## src/design/pso_pkg.sv

```systemverilog
// Shared constants, types and helpers of the particle swarm update block.
package pso_pkg;

	// Sizing
	localparam int DIMS      = 32;
	localparam int FRAC_BITS = 16;
	localparam int RFRAC_BITS = 16;
	localparam int ADDR_W    = (DIMS > 1) ? $clog2(DIMS) : 1;
	localparam int DIM_W     = 5;
	localparam int VAL_W     = 32;
	localparam int LIMIT_W   = 31;
	localparam int RAND_W    = 17;
	localparam int FUNC_W    = 2;
	localparam int PADDR_W   = 4;

	// Fixed point limits and constants
	localparam logic signed [31:0] INT_MAX   = 32'sh7fffffff;
	localparam logic signed [31:0] INT_MIN   = 32'sh80000000;
	localparam logic [RAND_W-1:0]  RAND_ONE  = 17'd65536;
	localparam logic signed [31:0] FRAC_ONE  = 32'sd65536;

	// Register reset values
	localparam logic signed [31:0] INERTIA_RST   = 32'sd65536;
	localparam logic signed [31:0] COGNITIVE_RST = 32'sd131072;
	localparam logic signed [31:0] SOCIAL_RST    = 32'sd131072;

	// Register indexes (word address)
	localparam logic [1:0] REG_INERTIA   = 2'd0;
	localparam logic [1:0] REG_COGNITIVE = 2'd1;
	localparam logic [1:0] REG_SOCIAL    = 2'd2;

	// Item operations
	typedef enum logic [FUNC_W-1:0] {
		FUNC_LOAD    = 2'd0,
		FUNC_INIT    = 2'd1,
		FUNC_MOVE    = 2'd2,
		FUNC_CAPTURE = 2'd3
	} func_t;

	// Request to the shared multiplier; frac selects FRAC_BITS, else a 16 bit shift
	typedef struct packed {
		logic signed [31:0] a;
		logic signed [31:0] b;
		logic               frac;
	} mul_req_t;

	// Saturate a wide signed value to 32 bits
	function automatic logic signed [31:0] sat32(input logic signed [63:0] x);
		logic signed [31:0] r;
		if (x > 64'(INT_MAX)) begin
			r = INT_MAX;
		end else if (x < 64'(INT_MIN)) begin
			r = INT_MIN;
		end else begin
			r = x[31:0];
		end
		return r;
	endfunction

endpackage

```

## src/design/pso_mul_unit.sv

```systemverilog
// Shared signed 32x32 multiplier with floor shift and 32 bit saturation.
module pso_mul_unit (
	input  logic              clk,
	input  pso_pkg::mul_req_t req,
	output logic signed [31:0] res
);

	logic signed [63:0] prod_s1;
	logic               frac_s1;
	logic signed [63:0] shifted;

	// Register the exact product
	always_ff @(posedge clk) begin
		prod_s1 <= 64'(req.a) * 64'(req.b);
		frac_s1 <= req.frac;
	end

	// Arithmetic shift floors; then clip to 32 bits
	always_comb begin
		if (frac_s1) begin
			shifted = prod_s1 >>> pso_pkg::FRAC_BITS;
		end else begin
			shifted = prod_s1 >>> pso_pkg::RFRAC_BITS;
		end
		res = pso_pkg::sat32(shifted);
	end

endmodule

```

## config.mk

```make
export PLATFORM = sky130hd
export DESIGN_NAME = pso_mul_unit
export DESIGN_NICKNAME = d
export VERILOG_FILES = /design/src/design/pso_pkg.sv /design/src/design/pso_mul_unit.sv
export SDC_FILE = /design/constraint.sdc
export NUM_CORES = 2
export LEC_CHECK = 0
export ABC_CLOCK_PERIOD_IN_PS = 12000
export BUFFER_PORTS_ARGS = -buffer_cell sky130_fd_sc_hd__buf_4
export CORE_MARGIN = 5
export CORE_UTILIZATION = 48
export DETAILED_ROUTE_END_ITERATION = 6
export GPL_ROUTABILITY_DRIVEN = 0
export HOLD_SLACK_MARGIN = 0.02
export PLACE_DENSITY = 0.73
export SLEW_MARGIN = 15
export SYNTH_ARGS = -nofsm -noshare
export SYNTH_HDL_FRONTEND = slang
export SYNTH_SLANG_ARGS = --single-unit
```

## constraint.sdc

```tcl
create_clock -name clk -period 12 [get_ports clk]
set_input_delay 1.8 -clock clk [delete_from_list [all_inputs] [get_ports clk]]
set_output_delay 1.8 -clock clk [all_outputs]
set_load 0.02 [all_outputs]
```

## Yosys cells after proc, flatten, opt, wreduce, memory -nomap -nowiden

Cells that the tools add are included.

| storage, ports and cells | value |
|---|---|
| input bits | 66 |
| word-level logic and storage cells | 6 |
| register bits after elaboration | 64 |

| operators by class | value |
|---|---|
| multiplexer cells | 2 |
| $mul | 1 |
| order comparisons | 2 |

Operators with widths:

| kind | number |
|---|---|
| $mul 32x32->64 | 1 |
| $mux 32 | 2 |
| $gt 48x32->1 const B | 1 |
| $lt 48x32->1 const B | 1 |

## Longest topological paths before layout

| logic depth | value |
|---|---|
| depth after elaboration | 3 |
| gate-level depth with buffers | 28 |

## Worst setup path before layout

Ideal clock, no wire load.

| path | value |
|---|---|
| path kind | input-to-reg |
| start point | input port req[3] in the netlist's numbering |
| end point | register prod_s1[63] |
| buffers on the path | 1 |
| arrival time | 8809 ps |
| stages on the path | 25 |
| required time | 11928 ps |
| path slack | 3118 ps |
| path through | clkbuf_1 -> nand2_1 -> inv_1 -> fa_1 -> fa_1 -> fa_1 -> fa_1 -> inv_1 -> fa_1 -> inv_1 -> fa_1 -> inv_1 -> fa_1 -> inv_1 -> fa_1 -> ha_1 -> a21o_1 -> a21o_1 -> a21oi_1 -> o21bai_1 -> a21o_1 -> a21oi_1 -> o2111ai_1 -> a31oi_1 -> xnor2_1 |

| between the ends | value |
|---|---|
| cells in the longest elaborated chain, start to end | 1 |

RTL lines:

| element | line | RTL |
|---|---|---|
| start, declared | pso_mul_unit.sv:4 | `input pso_pkg::mul_req_t req,` |
| $mul 32x32->64 | pso_mul_unit.sv:14 | `prod_s1 <= 64'(req.a) * 64'(req.b);` |
| end signal, assigned | pso_mul_unit.sv:14 |  |
| end, declared | pso_mul_unit.sv:8 | `logic signed [63:0] prod_s1;` |

No other way between the ends.

## Worst setup path in the final report

| path | value |
|---|---|
| start point | input port req[6] in the netlist's numbering |
| end point | register prod_s1[63] |

The elaborated chain is that of the path after synthesis.

==> impl_metrics.ini <==
[clock_network]
clockBufferDepth = 2
cts_resized = 0
holdBufCountCts = 0
cts_tree = built
cts_root_buffer = clkbuf_16
h-tree-depth = 2
clk_pin_slew_ns = 0.07
cts_made_buffers = 5
post-cts-setup-buffers = 0
cts_sinks = 48

[global_routing]
grtUsageMet1 = 0.285
top_usage_layer = met2
grt_pass1_wl_mm = 150
grt_pass1_vias = 28569
grt.met3_usage = 0.0247
grt_usage = 0.228
grtUsageMet2 = 0.423
grt_overflow = 0
antenna_found_initial = 0
grt_max_degree = 33

[yosys]
synth.most_common_cell = fa_1
synthTopCellsByArea = fa_1 (59%), inv_1 (9.8%), and2_1 (8.6%)
yosys_register_bits = 48
synth_nets = 5203
synth_top_family_by_area = adder cells
synth_xor_area_frac = 0.0147
synth_compound_area_frac = 0.0359
ys_seq_area_frac = 0.0261
synth-edff-count = 0
syn_area_per_cell_um2 = 9.51
yosys_warnings = 0
synth-simple-area-share = 0.156
postSynthCellCount = 3876
syn_area_um2 = 36900
ys.flop_type = dfxtp_1
synth.top_cell.area_share = 0.587
async_flop_share = 0
yosys.area.top_type = fa_1
synth_fa_ha_area_frac = 0.648
synth_commonest_cells = fa_1 (1,081), inv_1 (963), nand2_1 (520), and2_1 (509), clkbuf_1 (208)
synthMuxAreaShare = 0.000272
synth_cell_types = 58

[worst_setup_path]
cp.arrival_ns = 9.78
worstPathMaxFanout = 32
worstSetupPathType = in -> reg
cpPeakStageDelay_ns = 0.92
cp-end-kind = flop
cp-start-kind = input port
path_delay_family = adder cells
required_ns = 12.23
crit_path_top_delay_cell = fa_1
cp_num_buf_inv = 8
crit_top_cell = fa_1

[flow_run]
maxCapViolCount = 0

[timing]
hold_violations = 0
drv_slew = 0
relSlewSlack = 0.478
post-route-period-util = 0.796
fin_setup_tns_ns = 0
fmax_ghz = 0.105
rsz0062_at_grt = no
worst_slew_pin_slew_ns = 0.775
finalSetupViolCount = 0
fin_ws_ns = 2.45
min_period_ns = 9.55

[final_layout]
top_regs = prod_s1: 48 flops
design_area_um2 = 38300
seqCellArea_um2 = 961
largest_register = prod_s1
synthToLayoutAreaGrowth_pct = 3.98
multiInputGateArea_um2 = 31500
largest_reg_flops = 48
fin_nets = 5101
fillers = 7006
drive_above_1_share = 0.0334

[drt]
routedWlPerCell_um = 18.5
vias_per_cell = 5.21
drt-pass1-iter-count = 5
route.vias.total = 25034
drc = 0
ant_nets = 0
drt_iter0_markers = 1375
routed_wl_mm = 88.8

[die]
die_y_um = 287
core_um2 = 76100
die_x_um = 287
dieArea_um2 = 82400
pin_count = 98
start_util = 0.485
num_rows = 101

[hold_path]
hold_end = res[14]
hold_depth = 2
hold_path.class = reg -> out
min-delay-start = prod_s1[30]$_DFF_P_

[place]
pre_cts_ws_ns = 2.20
port_buffers = 96
dpl_cell_area_um2 = 38100
dp_hpwl_mm = 72.6

[status]
outcome = complete, no violations
==> layer usage <==
metal	routed length, µm	up-vias
met5	0	-
met4	2430	0
met3	4600	175
met2	47700	744
met1	34000	13312
li1	-	10803
==> worst max-delay path by stage <==
stage	slack [ns]	startpoint	end	depth (start not counted)
after floorplan	3.12	req[3]	prod_s1[63]$_DFF_P_	25
after global placement	2.24	req[6]	prod_s1[63]$_DFF_P_	27
after detailed placement	2.20	req[6]	prod_s1[63]$_DFF_P_	27
after CTS	2.46	req[6]	prod_s1[63]$_DFF_P_	27
after global routing	1.99	req[3]	prod_s1[63]$_DFF_P_	25
final	2.45	req[6]	prod_s1[63]$_DFF_P_	27
==> layout by cell type (no fill, tap or decap), types with 5 or more instances in the layout <==
cell type and instances:
clkbuf_16 5, and2_1 509, nor3_1 7, nand3_1 15, fa_1 1081, nor2b_1 5, dfxtp_1 48, a31oi_1 5
inv_1 963, nand2b_1 11, nand4_1 12, xnor2_1 40, a21o_1 47, a21oi_1 59, and3_1 8, nor2_1 43
o21ai_0 21, xor2_1 22, o21bai_1 12, ha_1 180, nand2_1 520, buf_4 100
==> kinds of logic (layout without fill, tap and decap cells) <==
group	after synthesis	in the layout
AOI/OAI and AO/OA	190	190
xor gates and xnor gates	62	62
adders and majority gates	1261	1261
buffers and inverters	1172	1071
DFF	48	48
muxes	1	1
other	0	2
and+or+nand+nor	1142	1142
==> layout make-up <==
| cell class | instances | share of cell area |
|---|---|---|
| clock inverters | 3 | 0.00180 |
| flip-flops and latches | 48 | 0.0251 |
| inverters | 963 | 0.0943 |
| repair buffers | 100 | 0.0196 |
| clock buffers | 5 | 0.00326 |
| well taps | 1030 | 0.0336 |
| diodes | 2 | 0.000131 |
| multi-input cells | 2656 | 0.822 |
==> through the flow <==
| step | utilization | cells | hold slack, ns |
|---|---|---|---|
| finish | 0.504 | 4807 | 2.63 |
| global route | 0.504 | 4805 | 2.66 |
| CTS | 0.504 | 4805 | 2.65 |
| detailed placement | 0.501 | 4797 | 2.31 |
| global placement | 0.501 | 4797 | 2.31 |
| floorplan | - | 3876 | 2.25 |
Power is not shown: default switching activity piles up to over one toggle a cycle in this logic, so the estimate is an artifact.
