===== config.mk =====
export PLATFORM = sky130hd
export DESIGN_NAME = pso_ram
export DESIGN_NICKNAME = d
export VERILOG_FILES = /design/src/design/pso_ram.sv
export SDC_FILE = /design/constraint.sdc
export NUM_CORES = 1
export LEC_CHECK = 0
export BUFFER_PORTS_ARGS = -buffer_cell sky130_fd_sc_hd__buf_2
export CORE_ASPECT_RATIO = 1.1
export CORE_MARGIN = 1.5
export CORE_UTILIZATION = 64
export DETAILED_ROUTE_END_ITERATION = 8
export MAX_ROUTING_LAYER = met4
export PLACE_DENSITY = 0.9
export SLEW_MARGIN = 10
export SYNTH_ARGS = -nofsm -noshare
export SYNTH_HDL_FRONTEND = slang
export SYNTH_SLANG_ARGS = --single-unit

===== constraint.sdc =====
create_clock -name clk -period 4.6 [get_ports clk]
set_input_delay 0.92 -clock clk [delete_from_list [all_inputs] [get_ports clk]]
set_output_delay 0.92 -clock clk [all_outputs]
set_load 0.01 [all_outputs]

===== src/design/pso_ram.sv =====
// Generic single-port-write, registered-read RAM.
module pso_ram #(
	parameter int WIDTH = 32,
	parameter int DEPTH = 32
) (
	input  logic                                   clk,
	input  logic                                   we,
	input  logic [((DEPTH > 1) ? $clog2(DEPTH) : 1)-1:0] waddr,
	input  logic [WIDTH-1:0]                       wdata,
	input  logic [((DEPTH > 1) ? $clog2(DEPTH) : 1)-1:0] raddr,
	output logic [WIDTH-1:0]                       rdata
);

	logic [WIDTH-1:0] mem_q [DEPTH];
	logic [WIDTH-1:0] rdata_q;

	// Write port and registered read port
	always_ff @(posedge clk) begin
		if (we) begin
			mem_q[waddr] <= wdata;
		end
		rdata_q <= mem_q[raddr];
	end

	assign rdata = rdata_q;

endmodule


Yosys cells after proc, flatten, opt, wreduce, memory -nomap -nowiden
Memories as Yosys holds them, arrays and structs flattened. A register that Yosys moved wholly into a read port is not among the register bits.
Cells that the tools add are included.
{"block": "word_totals", "regBits": 0, "memories": 1, "in_bits": 44, "latch_bits": 0, "mem_bits_rw": 1024, "output_inout_bits": 32, "elab_cells": 3, "romBits": 0}
{"block": "op_classes", "div_mod_pow": 0, "mux": 2, "n_addsub": 0, "order_cmp": 0, "reduce_logical": 0, "shifts": 0, "multipliers": 0, "bitwise": 0, "eq_ne": 0}
{"name": "mem_q", "words": 32, "word_bits": 32, "rd": 1, "rd_ports_with_merged_regs": 1, "wr": 1, "line": "14", "rtl": "logic [WIDTH-1:0] mem_q [DEPTH];"}
{"op": "1-bit 2-to-1 mux", "n": 2}

Logic depth before layout (Yosys ltp)
Gate-level depths: netlist of run 1.
{"block": "logic_depth", "word_depth": 2, "ltp_mapped": 8, "ltp_nobuf": 5}

Least setup slack after synthesis of run 1
Ideal clock, no wire load.
{"block": "synth_path", "path_type": "input to register", "startpoint": "input port waddr[1] in the netlist's numbering", "endpoint": "memory mem_q[12][0] (enable)", "t_required_ns": 4.179, "arrival_time_ns": 2.933, "slack_ns": 1.246, "setup_ns": 0.421, "n_path_buf": 1, "cell_stages": 3, "cell_sequence": "or3b_2 -> clkbuf_1 -> nor2_1"}
{"element": "from (decl)", "line": "8", "rtl": "input logic [((DEPTH > 1) ? $clog2(DEPTH) : 1)-1:0] waddr,"}
{"element": "to (decl)", "line": "14"}
Straight into the memory's write port.

==> impl_metrics.csv, run 1 <==
group,metric,value,unit
outcome,status,"finished, final reports clean",
synth,syn_area,40500,um^2
setup_path,regToRegSetupSlack,2730,ps
cts,cts_tree,"built",
sta,finalCritPeriodShare,61.0,%
sta,slew_headroom,14.6,%
die,pin_count,76,
power,combPwrFrac,5.4,%
cells_and_area,multi_input_area,8610,um^2
cts,clk_path_buf_depth,3,
setup_path,cp.required,5110,ps
global_routing,grt.total_usage,32.5,%
drt,postRouteAntennaNets,0,
drt,drc_errors,0,
sta,finalHoldViolations,0,
cts,clock_tree.root_cell,"clkbuf_16",
flow_run,maxCapViolCount,0,
worst_hold_path,hold_path_depth,4,
drt,viasPerCell,6.95,
setup_path,reg2regPathDepth,5,
drt,via_count,22800,
die,core_area,62500,um^2
power,powerDensity,442,nW/um^2
synth,synth_top_family_by_area,"multiplexers",
sta,rsz0062_at_grt,"false",
synth,ys_ff_latch,1056,
cts,post_cts.repair.setup_buffers,0,
cells_and_area,fin_util,72.4,%
global_routing,grt_pass1_vias,22900,
global_routing,grt_max_degree,97,
cells_and_area,drive_gt1_share,12.8,%
die,initial_core_util,64.8,%
synth,yosys_warnings,0,
cts,htree_levels,3,
sta,fmax,356,MHz
die,chipHeight,267,um
placed_design,portBuffers,75,
global_routing,grt_overflow,0,
power,power.internal,15.7,mW
synth,synth_compound_area_share,4.85,%
worst_hold_path,min_path_type,"register to register",
setup_path,cpMostUsedCell,"nand3_1",
cells_and_area,n_fill_cell,3304,
cells_and_area,area_growth,11.7,%
synth,synthXorXnorAreaFrac,0,%
synth,ys_seq_area_share,77.5,%
sta,setup_tns,0,ps
worst_hold_path,hold_end,"rdata[20]",
drt,finalWirelength,102000,um
synth,syn_area_per_cell,17.9,um^2
cts,worstSkewPairLatency,670,ps
placed_design,gp_congestion,0.867,
sta,worst_slew_pin_slew,1280,ps
setup_path,cp_cell_sequence,"buf_8, buf_12, buf_4, mux2i_1, a21oi_1, nand3_1, nand3_1",
sta,setup_violations,0,
power,p_leak,15.8,nW
cts,path_clk_slew,60,ps
setup_path,arrival,3320,ps
setup_path,path_class,"input port to register",
setup_path,endpoint_kind,"register",
cts,cts_buffers,94,
power,pwr-share-seq,53.8,%
sta,finalMaxSlewViolations,0,
die,row_count,96,
setup_path,startpoint_type,"input port",
die,die_x,243,um
setup_path,worstPathMaxFanout,73,
synth,syn_inst,2260,
placed_design,dp_hpwl,54800,um
cells_and_area,regArea,31400,um^2
sta,clock_skew,27.6,ps
synth,netlist-cell-type-count,25,
global_routing,grt_antenna_before_repair,5,
drt,first_iter_violations,3634,
synth,synthAdderAreaFrac,0,%
sta,whs,629,ps
setup_path,worstReg2RegEnd,"rdata[12]",
drt,wire_per_inst,31.2,um
power,vdd_drop_max,298,uV
power,p_clk_share,40.8,%
die,die-area,64800,um^2
cts,cts_resized,0,
global_routing,grt_pass1_wl,149000,um
sta,fin_crit,2810,ps
cts,numClockSinks,1056,
setup_path,reg2reg_from,"mem_q[6][12]",
worst_hold_path,hp-start,"mem_q[26][20]",
setup_path,slowest_stage,"buf_8",
power,switchingPower,4.25,mW
setup_path,slowest_delay,550,ps
cells_and_area,nets,2403,
power,switching_share,21.3,%
synth,synthSimpleGateAreaFrac,3.10,%
cts,hold_buffers,0,
drt,dr.pass1.iters,8,
synth,synthesis.nets,2304,
synth,muxShareOfSynthArea,12.7,%
==> flip-flops by register name, summed over array words and instances (netlist names) <==
signal  cells
rdata      32
mem_q    1024
==> cell usage in the layout, fill, tap and decap left out, drive strengths merged, types with 12 or more instances in the layout <==
cell type  Yosys  final
edfxtp      1024   1024
mux2i        512    512
buf           79    130
clkbuf        48    126
nand3         98     98
nand2         98     98
a22oi         96     96
a21oi         96     96
a22o          64     64
nor2          34     34
clkinv         0     34
nor3          32     32
a31oi         32     32
dfxtp         32     32
bufinv         0     12
==> critical path: cells and delay by family <==
kind	cells	cell delay [ps]
multiplexers	1	320
AO/OA/AOI/OAI	1	150
AND/OR/NAND/NOR	2	310
buffers and inverters	3	1490
==> final cells by class <==
type / instances / area share (%)
Tap cell: 833 / 2.31
Clock buffer: 126 / 5.86
Multi-Input combinational cell: 1077 / 19.0
Antenna cell: 4 / 0.0221
Clock inverter: 50 / 1.23
Timing Repair Buffer: 130 / 2.11
Sequential cell: 1056 / 69.4
==> layer usage <==
layer  part of all wire [%]  GRT usage, %  wire (um)  vias to the layer above
li1                       -             -          -                     9177
met1                     34          41.0      35100                    11300
met2                     49          51.6      49700                     1992
met3                     12          6.05      12500                      344
met4                    4.7          15.6       4810                        0
met5                      0             -          0                        -
==> worst max path at each step <==
| stage | depth (start not counted) | start | slack, ps | endpoint |
|---|---|---|---|---|
| after floorplan | 3 | waddr[1] | 1250 | mem_q[12][0] |
| after global placement | 3 | waddr[0] | 1320 | mem_q[30][20] |
| after detailed placement | 3 | waddr[0] | 1240 | mem_q[30][17] |
| after CTS | 7 | raddr[0] | 1820 | rdata[13] |
| after global routing | 7 | raddr[0] | 1740 | rdata[13] |
| final | 7 | raddr[0] | 1790 | rdata[13] |
==> Yosys cell counts, drive strengths merged <==
master     n  area share (%)
and2b      1           0.019
or3b       3           0.065
a22o      64             1.4
a31oi     32            0.49
a21oi     96             1.2
a22oi     96             1.8
nand2b     2           0.031
nand2     98            0.91
nor3      32            0.40
nand3     98             1.2
and2       1           0.015
nor2      34            0.32
buf       79             1.4
dfxtp     32             1.6
or3        1           0.015
nor2b      1           0.015
mux2i    512              13
edfxtp  1024              76
nand3b     5           0.093
or2        1           0.015
clkbuf    48            0.46
==> per-stage QoR <==
step | std cells | setup slack (ps) | power (mW) | cell area, um^2
after floorplan | 2260 | 1250 | 11.5 | 40500
after CTS | 3271 | 1820 | 19.9 | 45200
final | 3276 | 1790 | 20.0 | 45200
after global placement | 3095 | 1320 | 11.9 | 42000
after global routing | 3276 | 1740 | 20.4 | 45200
after detailed placement | 3095 | 1240 | 12.0 | 42000
==> cells by family (layout without fill, tap and decap cells) <==
family | after synthesis | count (layout)
buffers and inverters | 127 | 306
DFF | 1056 | 1056
muxes | 512 | 512
other | 0 | 4
AOI/OAI and AO/OA | 288 | 288
and+or+nand+nor | 277 | 277
==> power groups by stage <==
| stage | Sequential (mW) | Combinational (mW) | Clock [mW] |
|---|---|---|---|
| 6_report | 10.8 | 1.08 | 8.16 |
| 5_1_grt | 10.8 | 1.11 | 8.50 |
| 4_1_cts | 10.8 | 1.05 | 8.15 |
| 3_5_place_dp | 11.0 | 1.01 | 0 |
| 3_3_place_gp | 10.9 | 0.971 | 0 |
| 2_1_floorplan | 11.0 | 0.553 | 0 |
Power figures use the tool's default switching activity.
==> run 2: changes to the inputs <==
Settings changed: CORE_UTILIZATION 64 to 56, PLACE_DENSITY 0.9 to 0.84.
Clock period 4.6 ns to 2.5 ns, I/O delays scaled along.
==> run 2 against run 1 <==
Effect of this change: count of clock-buffer cells in the layout is 3 lower; register-to-register slack lost 1900 ps; non-clock buffer count increased by 72; largest cell class unchanged; critical path type is now register to output port; cell area up 2.3%; first-iteration DRC count decreased by 17%.
==> impl_metrics.csv, run 2 (synthesis gave the netlist of run 1 again) <==
group,metric,value,unit
cells_and_area,drive_gt1_share,15.4,%
worst_hold_path,min_path_type,"input port to register",
sta,setup_tns,0,ps
setup_path,slowest_delay,490,ps
global_routing,grt_overflow,0,
cells_and_area,nets,2473,
setup_path,arrival,1340,ps
cells_and_area,n_fill_cell,4449,
cts,post_cts.repair.setup_buffers,0,
power,power,36.3,mW
flow_run,maxCapViolCount,0,
sta,fin_crit,1840,ps
cts,clk_path_buf_depth,3,
setup_path,critical_path.top_delay_family,"flip-flops",
placed_design,gp_congestion,0.832,
power,p_leak,16.2,nW
setup_path,worstPathMaxFanout,1,
die,die_x,259,um
cells_and_area,area_growth,14.2,%
setup_path,cp_cell_sequence,"buf_2",
sta,finalMaxSlewViolations,0,
cts,htree_levels,3,
cts,cts_tree,"built",
cts,cts_resized,0,
drt,dr.pass1.iters,6,
drt,finalWirelength,98900,um
die,chipHeight,285,um
power,vdd_drop_max,494,uV
die,row_count,103,
die,pin_count,76,
cts,cts_buffers,92,
drt,viasPerCell,6.48,
global_routing,grt.total_usage,27.7,%
die,initial_core_util,56.5,%
drt,postRouteAntennaNets,0,
cts,clock_tree.root_cell,"clkbuf_16",
global_routing,grt_antenna_before_repair,4,
sta,finalHoldViolations,0,
cells_and_area,largest_reg_flops,1024,
cells_and_area,final_common_cell,"edfxtp_1",
cts,worstSkewPairLatency,650,ps
sta,clock_skew,22.1,ps
sta,setup_violations,0,
sta,fmax,545,MHz
die,die-area,73900,um^2
sta,rsz0062_at_grt,"false",
global_routing,grt_pass1_vias,23100,
setup_path,endpoint_kind,"output port",
outcome,status,"finished, final reports clean",
global_routing,grt_max_degree,63,
cts,numClockSinks,1056,
setup_path,path_buf_inv,1,
setup_path,cp.required,2000,ps
drt,via_count,22400,
cts,hold_buffers,0,
drt,drc_errors,0,
cells_and_area,top_register,"mem_q",
die,core_area,71700,um^2
drt,wire_per_inst,28.6,um
setup_path,slowest_stage,"dfxtp_1",
power,powerDensity,785,nW/um^2
setup_path,path_class,"register to output port",
sta,worst_slew_pin_slew,664,ps
cts,path_clk_slew,70,ps
setup_path,regToRegSetupSlack,860,ps
setup_path,startpoint_type,"register",
cells_and_area,final_cell_mix,"edfxtp_1 (1024), mux2i_1 (512), nand3_1 (98)",
sta,slew_headroom,55.8,%
sta,finalCritPeriodShare,73.4,%
placed_design,dp_hpwl,55200,um
placed_design,portBuffers,75,
global_routing,grt_pass1_wl,146000,um
drt,first_iter_violations,3017,
[run 2: cell count changes in the layout (fill, tap and decap cells not counted), sizes merged]
cell,previous run,this run
inv,3,4
clkinvlp,1,3
diode,4,3
clkinv,34,29
buf,130,202
bufinv,12,11
clkbuf,126,123
[run 2: area by class of cell]
type	count	area, um^2	area share, %
clock buffer	123	2520	5.45
clock inverter	47	566	1.22
antenna	3	7.51	0.0162
tap	945	1180	2.56
sequential	1056	31400	67.9
timing repair buffer	202	1950	4.22
multi-input combinational	1077	8610	18.6
[run 2: final timing paths]
check,endpoint,cells after the start,start
worst max-delay path,rdata[9],1,rdata[9]
worst min-delay path,mem_q[25][20],1,wdata[20]
worst max register to register,rdata[8],6,mem_q[6][8]
worst min register to register,rdata[29],4,mem_q[27][29]
[run 2: where the power goes]
| part | internal [mW] | switching (mW) |
|---|---|---|
| Clock | 8.28 | 6.26 |
| Combinational | 0.680 | 1.30 |
| Sequential | 19.7 | 0.110 |
[run 2: routing by layer]
metal  track usage, %  up-vias  wire, um
met5                -        -         0
met4             13.5        0      5130
met3             4.61      318     10100
met2             45.1     1573     49200
met1             33.8    11200     34500
li1                 -     9314         -
[run 2: metrics by stage]
| step | instance area, um^2 | utilization, % | hold slack, ps | setup slack, ps | std cells |
|---|---|---|---|---|---|
| after global routing | 46200 | 64.5 | 346 | 650 | 3453 |
| after detailed placement | 43100 | 60.2 | 586 | 155 | 3280 |
| after CTS | 46200 | 64.5 | 308 | 648 | 3450 |
| after floorplan | 40500 | - | 553 | -434 | 2260 |
| final | 46200 | 64.5 | 346 | 664 | 3453 |
| after global placement | 43100 | 60.2 | 583 | 180 | 3280 |
